==> src/rtl/core/bba_pkg.sv <==
// Shared constants, types and helper functions of the buddy block allocator.
`timescale 1ns / 1ps

package bba_pkg;

    // Geometry of the pool.
    localparam int ADDR_BITS      = 16;
    localparam int MIN_BLOCK_BITS = 3;
    localparam int TIER_COUNT     = ADDR_BITS + 1;
    localparam int SLOT_BITS      = ADDR_BITS - MIN_BLOCK_BITS;
    localparam int SLOTS          = 1 << SLOT_BITS;
    localparam int OFF_BITS       = ADDR_BITS + 1;
    localparam int CNT_BITS       = SLOT_BITS + 1;
    localparam int TIER_IDX_BITS  = $clog2(TIER_COUNT);

    // Field widths of the channels and registers.
    localparam int OPCODE_BITS  = 2;
    localparam int STATUS_BITS  = 2;
    localparam int BUS_ADDR_BITS = 48;
    localparam int TIER_BITS    = 5;
    localparam int BYTES_BITS   = 17;
    localparam int CFG_IDX_BITS = 2;

    // Opcodes.
    localparam logic [OPCODE_BITS-1:0] OP_ALLOC = 2'd0;
    localparam logic [OPCODE_BITS-1:0] OP_FREE  = 2'd1;
    localparam logic [OPCODE_BITS-1:0] OP_QUERY = 2'd2;

    // Status codes.
    localparam logic [STATUS_BITS-1:0] ST_OK        = 2'd0;
    localparam logic [STATUS_BITS-1:0] ST_FAIL      = 2'd1;
    localparam logic [STATUS_BITS-1:0] ST_NOT_ALLOC = 2'd2;

    // Configuration register indexes.
    localparam logic [CFG_IDX_BITS-1:0] CFG_POOL_BASE  = 2'd0;
    localparam logic [CFG_IDX_BITS-1:0] CFG_POOL_BYTES = 2'd1;
    localparam logic [CFG_IDX_BITS-1:0] CFG_MIN_TIER   = 2'd2;
    localparam logic [CFG_IDX_BITS-1:0] CFG_MAX_TIER   = 2'd3;

    // Configuration reset values.
    localparam logic [BYTES_BITS-1:0] POOL_BYTES_RST = 17'd65536;
    localparam logic [TIER_BITS-1:0]  MIN_TIER_RST   = 5'd3;
    localparam logic [TIER_BITS-1:0]  MAX_TIER_RST   = 5'd16;

    // One link word of a free list.
    typedef struct packed {
        logic                 ok;
        logic [ADDR_BITS-1:0] nxt;
    } link_t;

    // Commands from the controller to the datapath.
    typedef struct packed {
        logic                   idle;
        logic                   clr_wr;
        logic                   a_init;
        logic                   pop_rd;
        logic                   pop_wr;
        logic                   split;
        logic                   a_mark;
        logic                   merge;
        logic                   f_push;
        logic                   pbit;
        logic                   q_init;
        logic                   tier_inc;
        logic                   walk_init;
        logic                   w_rd;
        logic                   w_adv;
        logic                   unlink;
        logic                   x_rd;
        logic                   h_rd;
        logic                   h_adv;
        logic                   res_wr;
        logic [STATUS_BITS-1:0] res_status;
        logic                   res_alloc;
        logic                   res_query;
        logic                   out_load;
    } bba_cmd_t;

    // Status from the datapath to the controller.
    typedef struct packed {
        logic                   accept;
        logic [OPCODE_BITS-1:0] op;
        logic                   clr_last;
        logic                   a_bad;
        logic                   f_tier_bad;
        logic                   f_fit;
        logic                   f_can_merge;
        logic                   q_over;
        logic                   k_at_e;
        logic                   tgt_fits;
        logic                   pair_q;
        logic                   walk_live;
        logic                   walk_hit;
        logic                   h_end;
        logic                   out_free;
    } bba_stat_t;

    // Pair-bit slot of the buddy pair that holds the block at off of tier e.
    function automatic logic [SLOT_BITS-1:0] pair_slot(input logic [ADDR_BITS-1:0] off,
                                                       input logic [TIER_BITS-1:0] e);
        logic [ADDR_BITS-1:0] top;
        logic [ADDR_BITS-1:0] sum;
        top = '0;
        sum = '0;
        if (e < TIER_BITS'(ADDR_BITS)) begin
            top = ADDR_BITS'(1) << (TIER_BITS'(ADDR_BITS - 1) - e);
            sum = top + (off >> (e + TIER_BITS'(1)));
        end
        return sum[SLOT_BITS-1:0];
    endfunction

    // True when a block of tier e at off is aligned and ends inside the pool.
    function automatic logic fits(input logic [OFF_BITS-1:0] off,
                                  input logic [TIER_BITS-1:0] e,
                                  input logic [OFF_BITS-1:0] sz);
        logic [OFF_BITS-1:0] n;
        n = OFF_BITS'(1) << e;
        return (off < sz) && ((off & (n - OFF_BITS'(1))) == '0) && (n <= sz - off);
    endfunction

endpackage

==> src/rtl/core/bba_ctrl.sv <==
// Controller state machine of the buddy block allocator.
`timescale 1ns / 1ps

module bba_ctrl (
    input  logic               clk,
    input  logic               rst_n,
    input  bba_pkg::bba_stat_t stat,
    output bba_pkg::bba_cmd_t  cmd
);
    import bba_pkg::*;

    localparam logic [4:0] S_CLEAR   = 5'd0;
    localparam logic [4:0] S_IDLE    = 5'd1;
    localparam logic [4:0] S_DECODE  = 5'd2;
    localparam logic [4:0] S_A_POP   = 5'd3;
    localparam logic [4:0] S_A_POPW  = 5'd4;
    localparam logic [4:0] S_A_SPLIT = 5'd5;
    localparam logic [4:0] S_A_MARK  = 5'd6;
    localparam logic [4:0] S_F_CHK   = 5'd7;
    localparam logic [4:0] S_F_MERGE = 5'd8;
    localparam logic [4:0] S_F_PUSH  = 5'd9;
    localparam logic [4:0] S_Q_NEXT  = 5'd10;
    localparam logic [4:0] S_X_FIT   = 5'd11;
    localparam logic [4:0] S_X_PB    = 5'd12;
    localparam logic [4:0] S_W_RD    = 5'd13;
    localparam logic [4:0] S_W_CMP   = 5'd14;
    localparam logic [4:0] S_H_RD    = 5'd15;
    localparam logic [4:0] S_H_CHK   = 5'd16;
    localparam logic [4:0] S_DONE    = 5'd17;

    logic [4:0] state_reg;
    logic [4:0] state_next;
    logic       rm_reg;
    logic       rm_next;
    logic       xres_reg;
    logic       xres_next;
    logic       x_done;
    logic       x_val;

    // State and mode registers.
    always_ff @(posedge clk or negedge rst_n)
    begin
        if (!rst_n) begin
            state_reg <= S_CLEAR;
            rm_reg    <= 1'b0;
            xres_reg  <= 1'b0;
        end else begin
            state_reg <= state_next;
            rm_reg    <= rm_next;
            xres_reg  <= xres_next;
        end
    end

    // Next state and commands.
    always_comb
    begin
        state_next = state_reg;
        rm_next    = rm_reg;
        xres_next  = xres_reg;
        cmd        = '0;
        x_done     = 1'b0;
        x_val      = 1'b0;
        unique case (state_reg)
            S_CLEAR:
            begin
                cmd.clr_wr = 1'b1;
                if (stat.clr_last) begin
                    state_next = S_IDLE;
                end
            end
            S_IDLE:
            begin
                cmd.idle = 1'b1;
                if (stat.accept) begin
                    state_next = S_DECODE;
                end
            end
            S_DECODE:
            begin
                unique case (stat.op)
                    OP_ALLOC:
                    begin
                        if (stat.a_bad) begin
                            cmd.res_wr     = 1'b1;
                            cmd.res_status = ST_FAIL;
                            state_next     = S_DONE;
                        end else begin
                            cmd.a_init = 1'b1;
                            state_next = S_A_POP;
                        end
                    end
                    OP_FREE:
                    begin
                        if (stat.f_tier_bad) begin
                            cmd.res_wr     = 1'b1;
                            cmd.res_status = ST_FAIL;
                            state_next     = S_DONE;
                        end else if (!stat.f_fit) begin
                            cmd.res_wr     = 1'b1;
                            cmd.res_status = ST_NOT_ALLOC;
                            state_next     = S_DONE;
                        end else begin
                            state_next = S_F_CHK;
                        end
                    end
                    OP_QUERY:
                    begin
                        cmd.q_init = 1'b1;
                        state_next = S_Q_NEXT;
                    end
                    default:
                    begin
                        cmd.res_wr     = 1'b1;
                        cmd.res_status = ST_FAIL;
                        state_next     = S_DONE;
                    end
                endcase
            end
            S_A_POP:
            begin
                cmd.pop_rd = 1'b1;
                state_next = S_A_POPW;
            end
            S_A_POPW:
            begin
                cmd.pop_wr = 1'b1;
                state_next = S_A_SPLIT;
            end
            S_A_SPLIT:
            begin
                if (stat.k_at_e) begin
                    state_next = S_A_MARK;
                end else begin
                    cmd.split = 1'b1;
                end
            end
            S_A_MARK:
            begin
                cmd.a_mark     = 1'b1;
                cmd.res_wr     = 1'b1;
                cmd.res_status = ST_OK;
                cmd.res_alloc  = 1'b1;
                state_next     = S_DONE;
            end
            S_F_CHK:
            begin
                if (stat.f_can_merge) begin
                    cmd.walk_init = 1'b1;
                    rm_next       = 1'b1;
                    state_next    = S_W_RD;
                end else begin
                    rm_next    = 1'b0;
                    state_next = S_X_FIT;
                end
            end
            S_F_MERGE:
            begin
                cmd.merge  = 1'b1;
                state_next = S_F_CHK;
            end
            S_F_PUSH:
            begin
                cmd.f_push     = 1'b1;
                cmd.pbit       = xres_reg;
                cmd.res_wr     = 1'b1;
                cmd.res_status = ST_OK;
                state_next     = S_DONE;
            end
            S_Q_NEXT:
            begin
                if (stat.q_over) begin
                    cmd.res_wr     = 1'b1;
                    cmd.res_status = ST_NOT_ALLOC;
                    state_next     = S_DONE;
                end else begin
                    state_next = S_X_FIT;
                end
            end
            S_X_FIT:
            begin
                if (!stat.tgt_fits) begin
                    x_done = 1'b1;
                end else begin
                    cmd.x_rd   = 1'b1;
                    state_next = S_X_PB;
                end
            end
            S_X_PB:
            begin
                if (!stat.pair_q) begin
                    x_done = 1'b1;
                end else begin
                    cmd.walk_init = 1'b1;
                    rm_next       = 1'b0;
                    state_next    = S_W_RD;
                end
            end
            S_W_RD:
            begin
                if (!stat.walk_live) begin
                    // Target is not on the list.
                    if (rm_reg) begin
                        rm_next    = 1'b0;
                        state_next = S_X_FIT;
                    end else begin
                        state_next = S_H_RD;
                    end
                end else if (stat.walk_hit && !rm_reg) begin
                    x_done = 1'b1;
                end else begin
                    cmd.w_rd   = 1'b1;
                    state_next = S_W_CMP;
                end
            end
            S_W_CMP:
            begin
                if (stat.walk_hit && rm_reg) begin
                    cmd.unlink = 1'b1;
                    state_next = S_F_MERGE;
                end else if (stat.walk_hit) begin
                    x_done = 1'b1;
                end else begin
                    cmd.w_adv  = 1'b1;
                    state_next = S_W_RD;
                end
            end
            S_H_RD:
            begin
                if (stat.h_end) begin
                    x_done = 1'b1;
                    x_val  = 1'b1;
                end else begin
                    cmd.h_rd   = 1'b1;
                    state_next = S_H_CHK;
                end
            end
            S_H_CHK:
            begin
                if (stat.pair_q) begin
                    x_done = 1'b1;
                end else begin
                    cmd.h_adv  = 1'b1;
                    state_next = S_H_RD;
                end
            end
            S_DONE:
            begin
                if (stat.out_free) begin
                    cmd.out_load = 1'b1;
                    state_next   = S_IDLE;
                end
            end
            default:
            begin
                state_next = S_IDLE;
            end
        endcase

        // Outcome of an exact-outstanding check.
        if (x_done) begin
            if (stat.op == OP_FREE) begin
                xres_next  = x_val;
                state_next = S_F_PUSH;
            end else if (x_val) begin
                cmd.res_wr     = 1'b1;
                cmd.res_status = ST_OK;
                cmd.res_query  = 1'b1;
                state_next     = S_DONE;
            end else begin
                cmd.tier_inc = 1'b1;
                state_next   = S_Q_NEXT;
            end
        end
    end

endmodule

==> config.mk <==
export PLATFORM = sky130hd
export DESIGN_NAME = bba_ctrl
export DESIGN_NICKNAME = d
export VERILOG_FILES = /design/src/rtl/core/bba_pkg.sv /design/src/rtl/core/bba_ctrl.sv
export SDC_FILE = /design/constraint.sdc
export NUM_CORES = 1
export LEC_CHECK = 0
export ABC_AREA = 1
export BUFFER_PORTS_ARGS = -buffer_cell sky130_fd_sc_hd__buf_4
export CAP_MARGIN = 10
export CORE_MARGIN = 2
export CORE_UTILIZATION = 29
export CTS_BUF_LIST = sky130_fd_sc_hd__clkbuf_2
export DETAILED_ROUTE_END_ITERATION = 16
export HOLD_SLACK_MARGIN = 0.08
export PLACE_DENSITY = 0.64
export RECOVER_POWER = 100
export SETUP_SLACK_MARGIN = 0.5
export SKIP_CTS_REPAIR_TIMING = 1
export SYNTH_ARGS = -nofsm -noshare
export SYNTH_HDL_FRONTEND = slang
export SYNTH_SLANG_ARGS = --single-unit
==> constraint.sdc <==
create_clock -name clk -period 3.55 [get_ports clk]
set_clock_uncertainty 0.1 [all_clocks]
set_input_delay 0 -clock clk [delete_from_list [all_inputs] [get_ports clk]]
set_output_delay 0 -clock clk [all_outputs]
set_load 0.005 [all_outputs]
==> results of run 1 <==
==> cell usage after synthesis (all sizes together) <==
cell | count | area (sq um)
and2 | 1 | 6.260
o41ai | 1 | 8.760
dfrtp | 7 | 175.2
nand3b | 1 | 7.510
a21oi | 4 | 23.77
nand2 | 59 | 251.5
nor4 | 1 | 6.260
a31oi | 1 | 6.260
nand4 | 4 | 25.02
nand3 | 22 | 137.6
nor3b | 2 | 15.01
buf | 2 | 18.77
inv | 31 | 116.4
nor3 | 2 | 15.01
nor2 | 45 | 215.2
o21ai | 7 | 35.03
==> path summary, 6_finish.rpt <==
kind	end	cells after the start	from	slack, ns
max	xres_reg	10	state_reg[0]	0.82
min	state_reg[4]	4	stat[0]	0.06
max reg2reg	xres_reg	10	state_reg[0]	0.82
min reg2reg	rm_reg	2	rm_reg	0.51
max in group asynchronous	state_reg[3]	3	rst_n	2.43
min in group asynchronous	state_reg[0]	3	rst_n	0.65
==> routing by layer <==
| layer | GRT usage [%] | part of all wire (%) |
|---|---|---|
| met5 | 0 | 0 |
| met4 | 1.596 | 0.13 |
| met3 | 2.431 | 4.0 |
| met2 | 28.26 | 49 |
| met1 | 21.00 | 46 |
==> metrics by stage <==
step / std cells / cell area, sq um
6_report: 287 / 1433
5_1_grt: 287 / 1433
4_1_cts: 282 / 1440
3_5_place_dp: 278 / 1420
3_3_place_gp: 278 / 1420
2_1_floorplan: 190 / 1064
==> cells by family after synthesis <==
group,after synthesis
buffers and inverters,33
AND/OR/NAND/NOR,137
AO/OA/AOI/OAI,13
flip-flops,7
==> area by class of cell <==
class / count / share of cell area (%)
clock buffers: 4 / 1.397
inverters: 31 / 8.122
multi-input cells: 150 / 48.56
flip-flops and latches: 7 / 12.23
well taps: 48 / 4.192
repair buffers: 47 / 25.50
==> worst max-delay path, delay by kind of cell, from the launching register on <==
kind            cells  cell delay [ns]
buf+inv             2             0.66
flops               1             0.47
compound gates      1             0.06
simple gates        7             1.31
==> power breakdown <==
group          internal (mW)  switching, mW
clock                 0.0300         0.0346
combinational          0.195          0.321
sequential             0.109         0.0487
total                  0.334          0.404
==> results.env, run 1 <==
GRT_USAGE_PCT=15.90
GRT_SETUP_UNREPAIRED='false'
MULTIPLEXER_SHARE_OF_THE_SYNTHESIZED_AREA_PCT=0
STARTPOINT_TYPE='register'
COMBINATIONAL_FAMILY_WITH_THE_MOST_AREA_AFTER_SYNTHESIS='simple AND/OR/NAND/NOR gates'
CTS_MAX_PATH_BUFFERS=2
LAYOUT_COMMONEST_CELL='sky130_fd_sc_hd__nand2_1'
CRITPATHSLOWESTCELL='sky130_fd_sc_hd__nor2_1'
FLOORPLAN.CORE_AREA_SQ_UM=3606
PORT_BUFFERS=42
SYNTH.YOSYS.SEQ_AREA_SHARE_PCT=16.47
CHIPWIDTH_UM=64.56
GRT_START_MAX_NET_PINS=10
CTS_ROOT_BUFFER='sky130_fd_sc_hd__clkbuf_2'
TIMING.FINAL.WS_SETUP_NS=0.8169
WORST_PATH_LARGEST_CELL_DELAY_NS=0.58
POSTSYNTHREGISTERBITS=7
LARGEST_REGISTER_FF_COUNT=5
PERIOD_MINUS_SLACK_NS=2.733
POWER.IR.VDD_WORST_mV=0.1803
H_TREE_LEVEL_COUNT=1
DRV_SLEW=0
FINALPOWER_mW=0.7379
START_UTIL_PCT=29.49
CLKSINKCOUNT=7
SYNTHADDERAREAFRAC_PCT=0
DISTINCT_CELLS_SYNTH=28
MAX_CAP_VIOL_COUNT=0
DIE_H_UM=64.56
TIMING.SETUP.CRITICAL_PATH_CLASS='register to register'
SYNTHESIS.AREA_SQ_UM=1064
HOLD_VIOLATIONS_FINAL=0
CRITPATHREQUIREDTIME_NS=3.57
DPL_WORST_SLACK_NS=1.751
CTS_INSERTED_BUFFERS=3
MULTIINPUTGATEAREA_SQ_UM=695.7
WORST_SLEW_PIN_SLEW_NS=0.7475
FINAL.HOLD.WORST_SLACK_NS=0.05686
GPL.FINAL_WEIGHTED_CONGESTION=0.8961
DRCVIOLATIONCOUNT=0
LEAKAGEPOWER_nW=0.8876
REGISTER_AREA_SQ_UM=175.2
CLK-INSERTION-DELAY-LATE_NS=0.23
TRITONCTS='yes'
CLOCK.FMAX_MHz=365.9
TNS_NS=0
TIMING.FINAL.SETUP_VIOLATIONS=0
CP.ARRIVAL_NS=2.76
DIE_AREA_SQ_UM=4168
SYN_AREA_PER_CELL_SQ_UM=5.597
SYNTHESIS.YOSYS.WARNINGS=0
POSTROUTEWIRELENGTH_UM=3200
BOUNDARYPINS=43
RUN_STATUS='complete, no violations'
FINAL_CELL_MIX='sky130_fd_sc_hd__nand2_1 (54), sky130_fd_sc_hd__nor2_1 (41), sky130_fd_sc_hd__inv_1 (30)'
TIMING.CRITICAL_PATH.TO_TYPE='register'
GRT_ANTENNA_BEFORE_REPAIR=0
NORMALIZED_MAX_SLEW_MARGIN_PCT=49.98
SYNTH_XOR_AREA_SHARE_PCT=0
POST-ROUTE-PERIOD-UTIL_PCT=76.99
POWER.DENSITY_nW_PER_UM2=515.1
ROUTE.VIAS.TOTAL=1343
FIRST_ITER_VIOLATIONS=84
FILLERS=401
DETAIL_ROUTE.VIAS_PER_CELL=4.679
FINAL_CORE_UTIL_PCT=39.73
FIRST_GLOBAL_VIAS=1194
FLOW.AREA_GROWTH_FROM_SYNTHESIS_PCT=34.71
SHARE_OF_POST_ROUTE_CELLS_WITH_DRIVE_STRENGTH_ABOVE_1_PCT=24.27
ROWS=22
SYNTH_CELLS=190
TIMING.CRITICAL_PATH.CELLS='inv_1 > nor2_1 > nand3_1 > nand2_1 > nand2_1 > nand2_1 > nand2_2 > nand2_1 > o21ai_0 > dlygate4sd3_1'
CRIT_PATH_MAX_FANOUT=9
DRTANTENNAVIOLNETS=0
DIODE_COUNT=0
TIMING.CRITICAL_PATH.MODE_CELL='sky130_fd_sc_hd__nand2_1'
HOLDCRITPATHCLASS='primary input to register'
COMPOUND_GATE_FRACTION_OF_SYNTH_AREA_PCT=6.941
DRT-WIRELENGTH-PER-CELL_UM=11.15
HPWLAFTERDP_UM=2702
FIN_NETS=258
TOTAL_ITERATIONS_OF_THE_FIRST_DETAILED_ROUTING_RUN=4
POST_SYNTH_AND_OR_NAND_NOR_AREA_FRACTION_PCT=63.88
GLOBAL_ROUTE_WIRE_LENGTH_BEFORE_REPAIR_UM=5333
GR-TOTAL-OVERFLOW=0
SYNTH_FP_NETS=208
CLKSLEWWORSTSETUPHOLDPATHS_NS=0.09
Note: power is estimated with default switching activity, not from simulation.
==> run 2: changes to the inputs <==
- ABC_AREA: 1 -> 0
- clock period: 3.55 -> 2.7 ns (I/O delays scaled with it)
==> run 2 against run 1 <==
Compared with the run above: non-clock buffer count is 17 higher; die area is 5.3% lower; cell count is 13% lower; combinational power is 58% higher; area after synthesis is 5.6% lower; sequential share of layout area is 0.38 points lower; count of clock-buffer cells in the layout stayed put; routed wire length is 19% higher; power is 50% higher; critical path type unchanged.
==> results.env, run 2 <==
RUN_STATUS='complete, no violations'
START_UTIL_PCT=30.07
FLOW.AREA_GROWTH_FROM_SYNTHESIS_PCT=48.38
TIMING.SETUP.CRITICAL_PATH_CLASS='register to register'
TOTAL_ITERATIONS_OF_THE_FIRST_DETAILED_ROUTING_RUN=4
FILLERS=361
PERIOD_MINUS_SLACK_NS=2.275
SYNTH.YOSYS.SEQ_AREA_SHARE_PCT=17.46
POST-ROUTE-PERIOD-UTIL_PCT=84.27
CP.ARRIVAL_NS=2.31
HOLDCRITPATHCLASS='primary input to register'
CLKSLEWWORSTSETUPHOLDPATHS_NS=0.08
YOSYSMOSTFREQUENTCELL='sky130_fd_sc_hd__nor2_1'
TIMING.CRITICAL_PATH.TO_TYPE='register'
DRT-WIRELENGTH-PER-CELL_UM=15.25
TIMING.CRITICAL_PATH.BUF_INV=0
LEAKAGEPOWER_nW=0.6833
SYNTH_CELLS=148
TNS_NS=0
FINAL_CORE_UTIL_PCT=44.62
POWER.DENSITY_nW_PER_UM2=742.9
CTS_INSERTED_BUFFERS=3
ROUTE.VIAS.TOTAL=1375
GR-TOTAL-OVERFLOW=0
POSTSYNTH.TOPFLOPCELL='sky130_fd_sc_hd__dfrtp_1'
SYNTH_FP_NETS=166
FIRST_ITER_VIOLATIONS=108
CTS_MAX_PATH_BUFFERS=2
SYN_AREA_PER_CELL_SQ_UM=6.780
DRTANTENNAVIOLNETS=0
FINAL_CELL_MIX='sky130_fd_sc_hd__buf_4 (46), sky130_fd_sc_hd__nor2_1 (18), sky130_fd_sc_hd__nor3_1 (9), sky130_fd_sc_hd__a21oi_1 (9)'
DRV_SLEW=0
NORMALIZED_MAX_SLEW_MARGIN_PCT=67.78
GRT_USAGE_PCT=17.78
WORST_SLEW_PIN_SLEW_NS=0.4789
PORT_BUFFERS=42
TRITONCTS='yes'
HOLD_VIOLATIONS_FINAL=0
DETAILED_PLACE.AREA_SQ_UM=1396
TIMING.CRITICAL_PATH.CELLS='and3b_1 > a32o_1 > or4_1 > a211o_1 > a21oi_1'
FINALPOWER_mW=1.106
HPWLAFTERDP_UM=2776
POSTSYNTHREGISTERBITS=7
SYNTH_EDF_COUNT=0
CTS_ROOT_BUFFER='sky130_fd_sc_hd__clkbuf_2'
DIE_AREA_SQ_UM=3947
LARGEST_REGISTER_FF_COUNT=5
GPL.FINAL_WEIGHTED_CONGESTION=0.8890
SYNTH_LARGEST_TYPE_AREA_FRACTION_PCT=17.46
FINAL_DESIGN_AREA_NO_FILL_SQ_UM=1489
POWER.IR.VDD_WORST_mV=0.2690
DRCVIOLATIONCOUNT=0
CHIPWIDTH_UM=62.83
FIRST_GLOBAL_VIAS=1207
GRT_START_MAX_NET_PINS=14
CLK-INSERTION-DELAY-LATE_NS=0.23
GLOBAL_ROUTE_WIRE_LENGTH_BEFORE_REPAIR_UM=5678
DIE_H_UM=62.83
FLOORPLAN.CORE_AREA_SQ_UM=3337
ROWS=21
DIODE_COUNT=0
ASYNC_RESET_FF_SHARE_PCT=100.0
MAX_CAP_VIOL_COUNT=0
WORST_PATH_LARGEST_CELL_DELAY_NS=0.62
GRT_SETUP_UNREPAIRED='false'
SYNTH.TOP_CELLS.BY_COUNT='sky130_fd_sc_hd__nor2_1 (18), sky130_fd_sc_hd__nor3_1 (9)'
CRITPATHREQUIREDTIME_NS=2.74
GRT_ANTENNA_BEFORE_REPAIR=0
LAYOUT_COMMONEST_CELL='sky130_fd_sc_hd__buf_4'
DISTINCT_CELLS_SYNTH=44
POSTROUTEWIRELENGTH_UM=3812
YS_TOP_CELLS_BY_AREA='sky130_fd_sc_hd__dfrtp_1 (17%), sky130_fd_sc_hd__nor2_1 (6.7%), sky130_fd_sc_hd__nand2b_1 (5.0%)'
SYNTHESIS.YOSYS.WARNINGS=0
CRIT_PATH_MAX_FANOUT=11
CLOCK.FMAX_MHz=439.5
CPLARGESTDELAYFAMILY='simple AND/OR/NAND/NOR gates'
FIN_NETS=223
H_TREE_LEVEL_COUNT=1
SHARE_OF_POST_ROUTE_CELLS_WITH_DRIVE_STRENGTH_ABOVE_1_PCT=31.37
DETAIL_ROUTE.VIAS_PER_CELL=5.500
FINAL.HOLD.WORST_SLACK_NS=0.06581
BOUNDARYPINS=43
SYNTHESIS.AREA_SQ_UM=1003
CLKSINKCOUNT=7
STARTPOINT_TYPE='register'
TIMING.FINAL.SETUP_VIOLATIONS=0
CRITPATHSLOWESTCELL='sky130_fd_sc_hd__or4_1'
SYNTH_LARGEST_AREA_CELL='sky130_fd_sc_hd__dfrtp_1'
==> run 2: cell types whose count changed in the layout (fill, tap and decap cells not counted), moves of 8 or more <==
cell / previous run / this run
sky130_fd_sc_hd__nand2_1: 54 / 7
sky130_fd_sc_hd__nor2_1: 41 / 18
sky130_fd_sc_hd__inv_1: 30 / 8
sky130_fd_sc_hd__buf_4: 28 / 46
sky130_fd_sc_hd__nand3_1: 21 / 7
sky130_fd_sc_hd__nand2b_1: 0 / 8
==> run 2: layout make-up <==
class | instances | area [sq um] | area share, %
Timing Repair Buffer | 64 | 469.2 | 31.51
Inverter | 8 | 30.03 | 2.017
Clock buffer | 4 | 20.02 | 1.345
Tap cell | 46 | 57.56 | 3.866
Multi-Input combinational cell | 121 | 735.7 | 49.41
Sequential cell | 7 | 176.4 | 11.85
==> run 2: cells by family (layout without fill, tap and decap cells) <==
logic type / after synthesis / in the layout / synth area share (%)
compound gates: 40 / 40 / 28.81
buf+inv: 20 / 76 / 8.479
flops: 7 / 7 / 17.46
mux: 1 / 1 / 1.122
simple gates: 79 / 79 / 43.27
xor+xnor: 1 / 1 / 0.8730
==> run 2: layer usage <==
metal	share of wire [%]	vias up	track usage, %
met5	0	-	0
met4	1.1	0	6.389
met2	47	85	29.03
met1	42	620	24.10
met3	9.7	6	1.982
li1	-	664	-
==> run 2: final timing paths <==
kind	end	slack [ns]	start	depth (start not counted)
worst max-delay path	state_reg[1]	0.42	state_reg[4]	5
worst min-delay path	xres_reg	0.07	stat[13]	3
worst max register to register	state_reg[1]	0.42	state_reg[4]	5
worst min register to register	xres_reg	0.44	xres_reg	2
max in group asynchronous	state_reg[1]	1.59	rst_n	3
min in group asynchronous	state_reg[3]	0.64	rst_n	3
==> run 2: stage by stage <==
stage	instances	worst slack [ns]
finish	250	0.4246
global route	250	0.2730
CTS	238	0.4258
detailed placement	234	0.5141
global placement	234	0.5455
floorplan	148	0.6785
==> run 2: tightest hold or removal path, stage by stage <==
cell and delay (ns):
sky130_fd_sc_hd__buf_4 0.14, sky130_fd_sc_hd__nand2_1 0.11, sky130_fd_sc_hd__o21ai_0 0.10
==> run 2: power by group <==
group,switching (mW),total (mW),internal (mW)
registers,0.0663,0.209,0.143
logic,0.445,0.817,0.373
clock network,0.0400,0.0793,0.0394
==> run 3: changes to the inputs <==
- clock period: 2.7 -> 2.16 ns (I/O delays scaled with it)
==> run 3 against run 2 <==
Compared with the run above: clock power grew 26%; via count grew 11%; combinational power increased by 80%; core utilization increased by 12 points; first-iteration DRC count shrank 37%; count of clock-buffer cells in the layout is the same; maximum frequency grew 9.9%; largest cell class unchanged.
==> results.env, run 3 (synthesis gave the netlist of run 2 again) <==
HPWLAFTERDP_UM=2927
TRITONCTS='yes'
GRT_START_MAX_NET_PINS=17
CRIT_PATH_MAX_FANOUT=16
GR-TOTAL-OVERFLOW=0
FINAL_CORE_UTIL_PCT=56.58
CLKSINKCOUNT=7
CHIPWIDTH_UM=62.83
CPLARGESTDELAYFAMILY='simple AND/OR/NAND/NOR gates'
WORST_PATH_LARGEST_CELL_DELAY_NS=0.52
TIMING.CRITICAL_PATH.TO_TYPE='register'
GRT_ANTENNA_BEFORE_REPAIR=0
GRT_USAGE_PCT=18.11
FINAL_CELL_MIX='sky130_fd_sc_hd__buf_4 (56), sky130_fd_sc_hd__nor2_1 (13), sky130_fd_sc_hd__buf_6 (10)'
NORMALIZED_MAX_SLEW_MARGIN_PCT=70.61
BOUNDARYPINS=43
H_TREE_LEVEL_COUNT=1
HOLDCRITPATHCLASS='primary input to register'
PORT_BUFFERS=42
LARGEST_REGISTER_FF_COUNT=5
START_UTIL_PCT=30.07
DRCVIOLATIONCOUNT=0
POWER.IR.VDD_WORST_mV=0.4155
HOLD_VIOLATIONS_FINAL=0
REGTOREGSETUPSLACK_NS=0.09
DETAIL_ROUTE.VIAS_PER_CELL=5.720
TIMING.CRITICAL_PATH.BUF_INV=1
DIE_H_UM=62.83
DRV_SLEW=0
ROUTE.VIAS.TOTAL=1533
CTS_INSERTED_BUFFERS=3
DIODE_COUNT=0
CRITPATHSLOWESTCELL='sky130_fd_sc_hd__dfrtp_1'
CP.ARRIVAL_NS=2.11
LEAKAGEPOWER_nW=0.8198
CLKSLEWWORSTSETUPHOLDPATHS_NS=0.08
STARTPOINT_TYPE='register'
GLOBAL_ROUTE_WIRE_LENGTH_BEFORE_REPAIR_UM=5754
TIMING.FINAL.SETUP_VIOLATIONS=0
FINAL_DESIGN_AREA_NO_FILL_SQ_UM=1888
GPL.FINAL_WEIGHTED_CONGESTION=0.9181
CTS_ROOT_BUFFER='sky130_fd_sc_hd__clkbuf_2'
TIMING.SETUP.CRITICAL_PATH_CLASS='register to register'
SHARE_OF_POST_ROUTE_CELLS_WITH_DRIVE_STRENGTH_ABOVE_1_PCT=50.45
POST-ROUTE-PERIOD-UTIL_PCT=95.88
TOTAL_ITERATIONS_OF_THE_FIRST_DETAILED_ROUTING_RUN=4
RUN_STATUS='complete, no violations'
TIMING.CRITICAL_PATH.CELLS='buf_6 > nor4b_1 > nor2_1 > o22ai_1 > nor4_2 > o31ai_1'
DRTANTENNAVIOLNETS=0
CLOCK.FMAX_MHz=482.9
CLK-INSERTION-DELAY-LATE_NS=0.24
DIE_AREA_SQ_UM=3947
ROWS=21
MAX_CAP_VIOL_COUNT=0
WORST_SLEW_PIN_SLEW_NS=0.4348
FINAL_CELL_COUNT_NO_FILL=268
POSTROUTEWIRELENGTH_UM=4780
GRT_SETUP_UNREPAIRED='true'
LAYOUT_COMMONEST_CELL='sky130_fd_sc_hd__buf_4'
FLOW.AREA_GROWTH_FROM_SYNTHESIS_PCT=88.15
CRITPATHREQUIREDTIME_NS=2.20
POWER.DENSITY_nW_PER_UM2=978.1
FIN_NETS=241
DP_CELLS=243
FINAL.HOLD.WORST_SLACK_NS=0.1266
FIRST_GLOBAL_VIAS=1190
FIRST_ITER_VIOLATIONS=68
DRT-WIRELENGTH-PER-CELL_UM=17.84
CTS_MAX_PATH_BUFFERS=2
PERIOD_MINUS_SLACK_NS=2.071
DETAILED_PLACE.AREA_SQ_UM=1478
FLOORPLAN.CORE_AREA_SQ_UM=3337
-- run 3: worst reg2reg max path, delay by kind of cell, from the launching register on --
kind / cells / cell delay (ns)
simple gates: 3 / 0.64
flops: 1 / 0.52
compound gates: 2 / 0.46
buf+inv: 1 / 0.24
-- run 3: power by group --
group          switching (mW)  internal (mW)
registers              0.0992          0.180
clock network          0.0506         0.0492
logic                   0.761          0.707
total                   0.910          0.936
-- run 3: metal layers --
metal  wire length (um)  part of all wire, %  up-vias  global-route usage (%)
met5                  0                    0        -                       0
met4                147                  3.1        0                   3.333
met3                387                  8.1       18                   4.144
met2               2394                   50       98                   29.03
li1                   -                    -      711                       -
met1               1850                   39      706                   24.95
-- run 3: per-stage QoR --
step / total power, mW / setup TNS, ns / setup slack [ns]
3_3_place_gp: 1.322 / 0 / 0.02083
2_1_floorplan: 0.9153 / 0 / 0.2445
6_report: 1.847 / 0 / 0.08901
3_5_place_dp: 1.302 / 0 / 0.1030
5_1_grt: 1.956 / -0.02763 / -0.02763
4_1_cts: 1.408 / 0 / 0.04972
-- run 3: cell type report --
cell class | instances | area [sq um]
Clock buffer | 4 | 20.02
Fill cell | 334 | 1449
Inverter | 8 | 33.78
Multi-Input combinational cell | 121 | 944.7
Sequential cell | 7 | 177.7
Tap cell | 46 | 57.56
Timing Repair Buffer | 82 | 654.4
-- run 3: final timing paths --
| kind | from | to | cells after the start |
|---|---|---|---|
| setup / recovery | state_reg[0] | state_reg[0] | 6 |
| hold / removal | stat[4] | rm_reg | 4 |
| setup reg to reg | state_reg[0] | state_reg[0] | 6 |
| hold reg to reg | xres_reg | xres_reg | 2 |
| max in group asynchronous | rst_n | state_reg[1] | 3 |
| min in group asynchronous | rst_n | state_reg[0] | 3 |
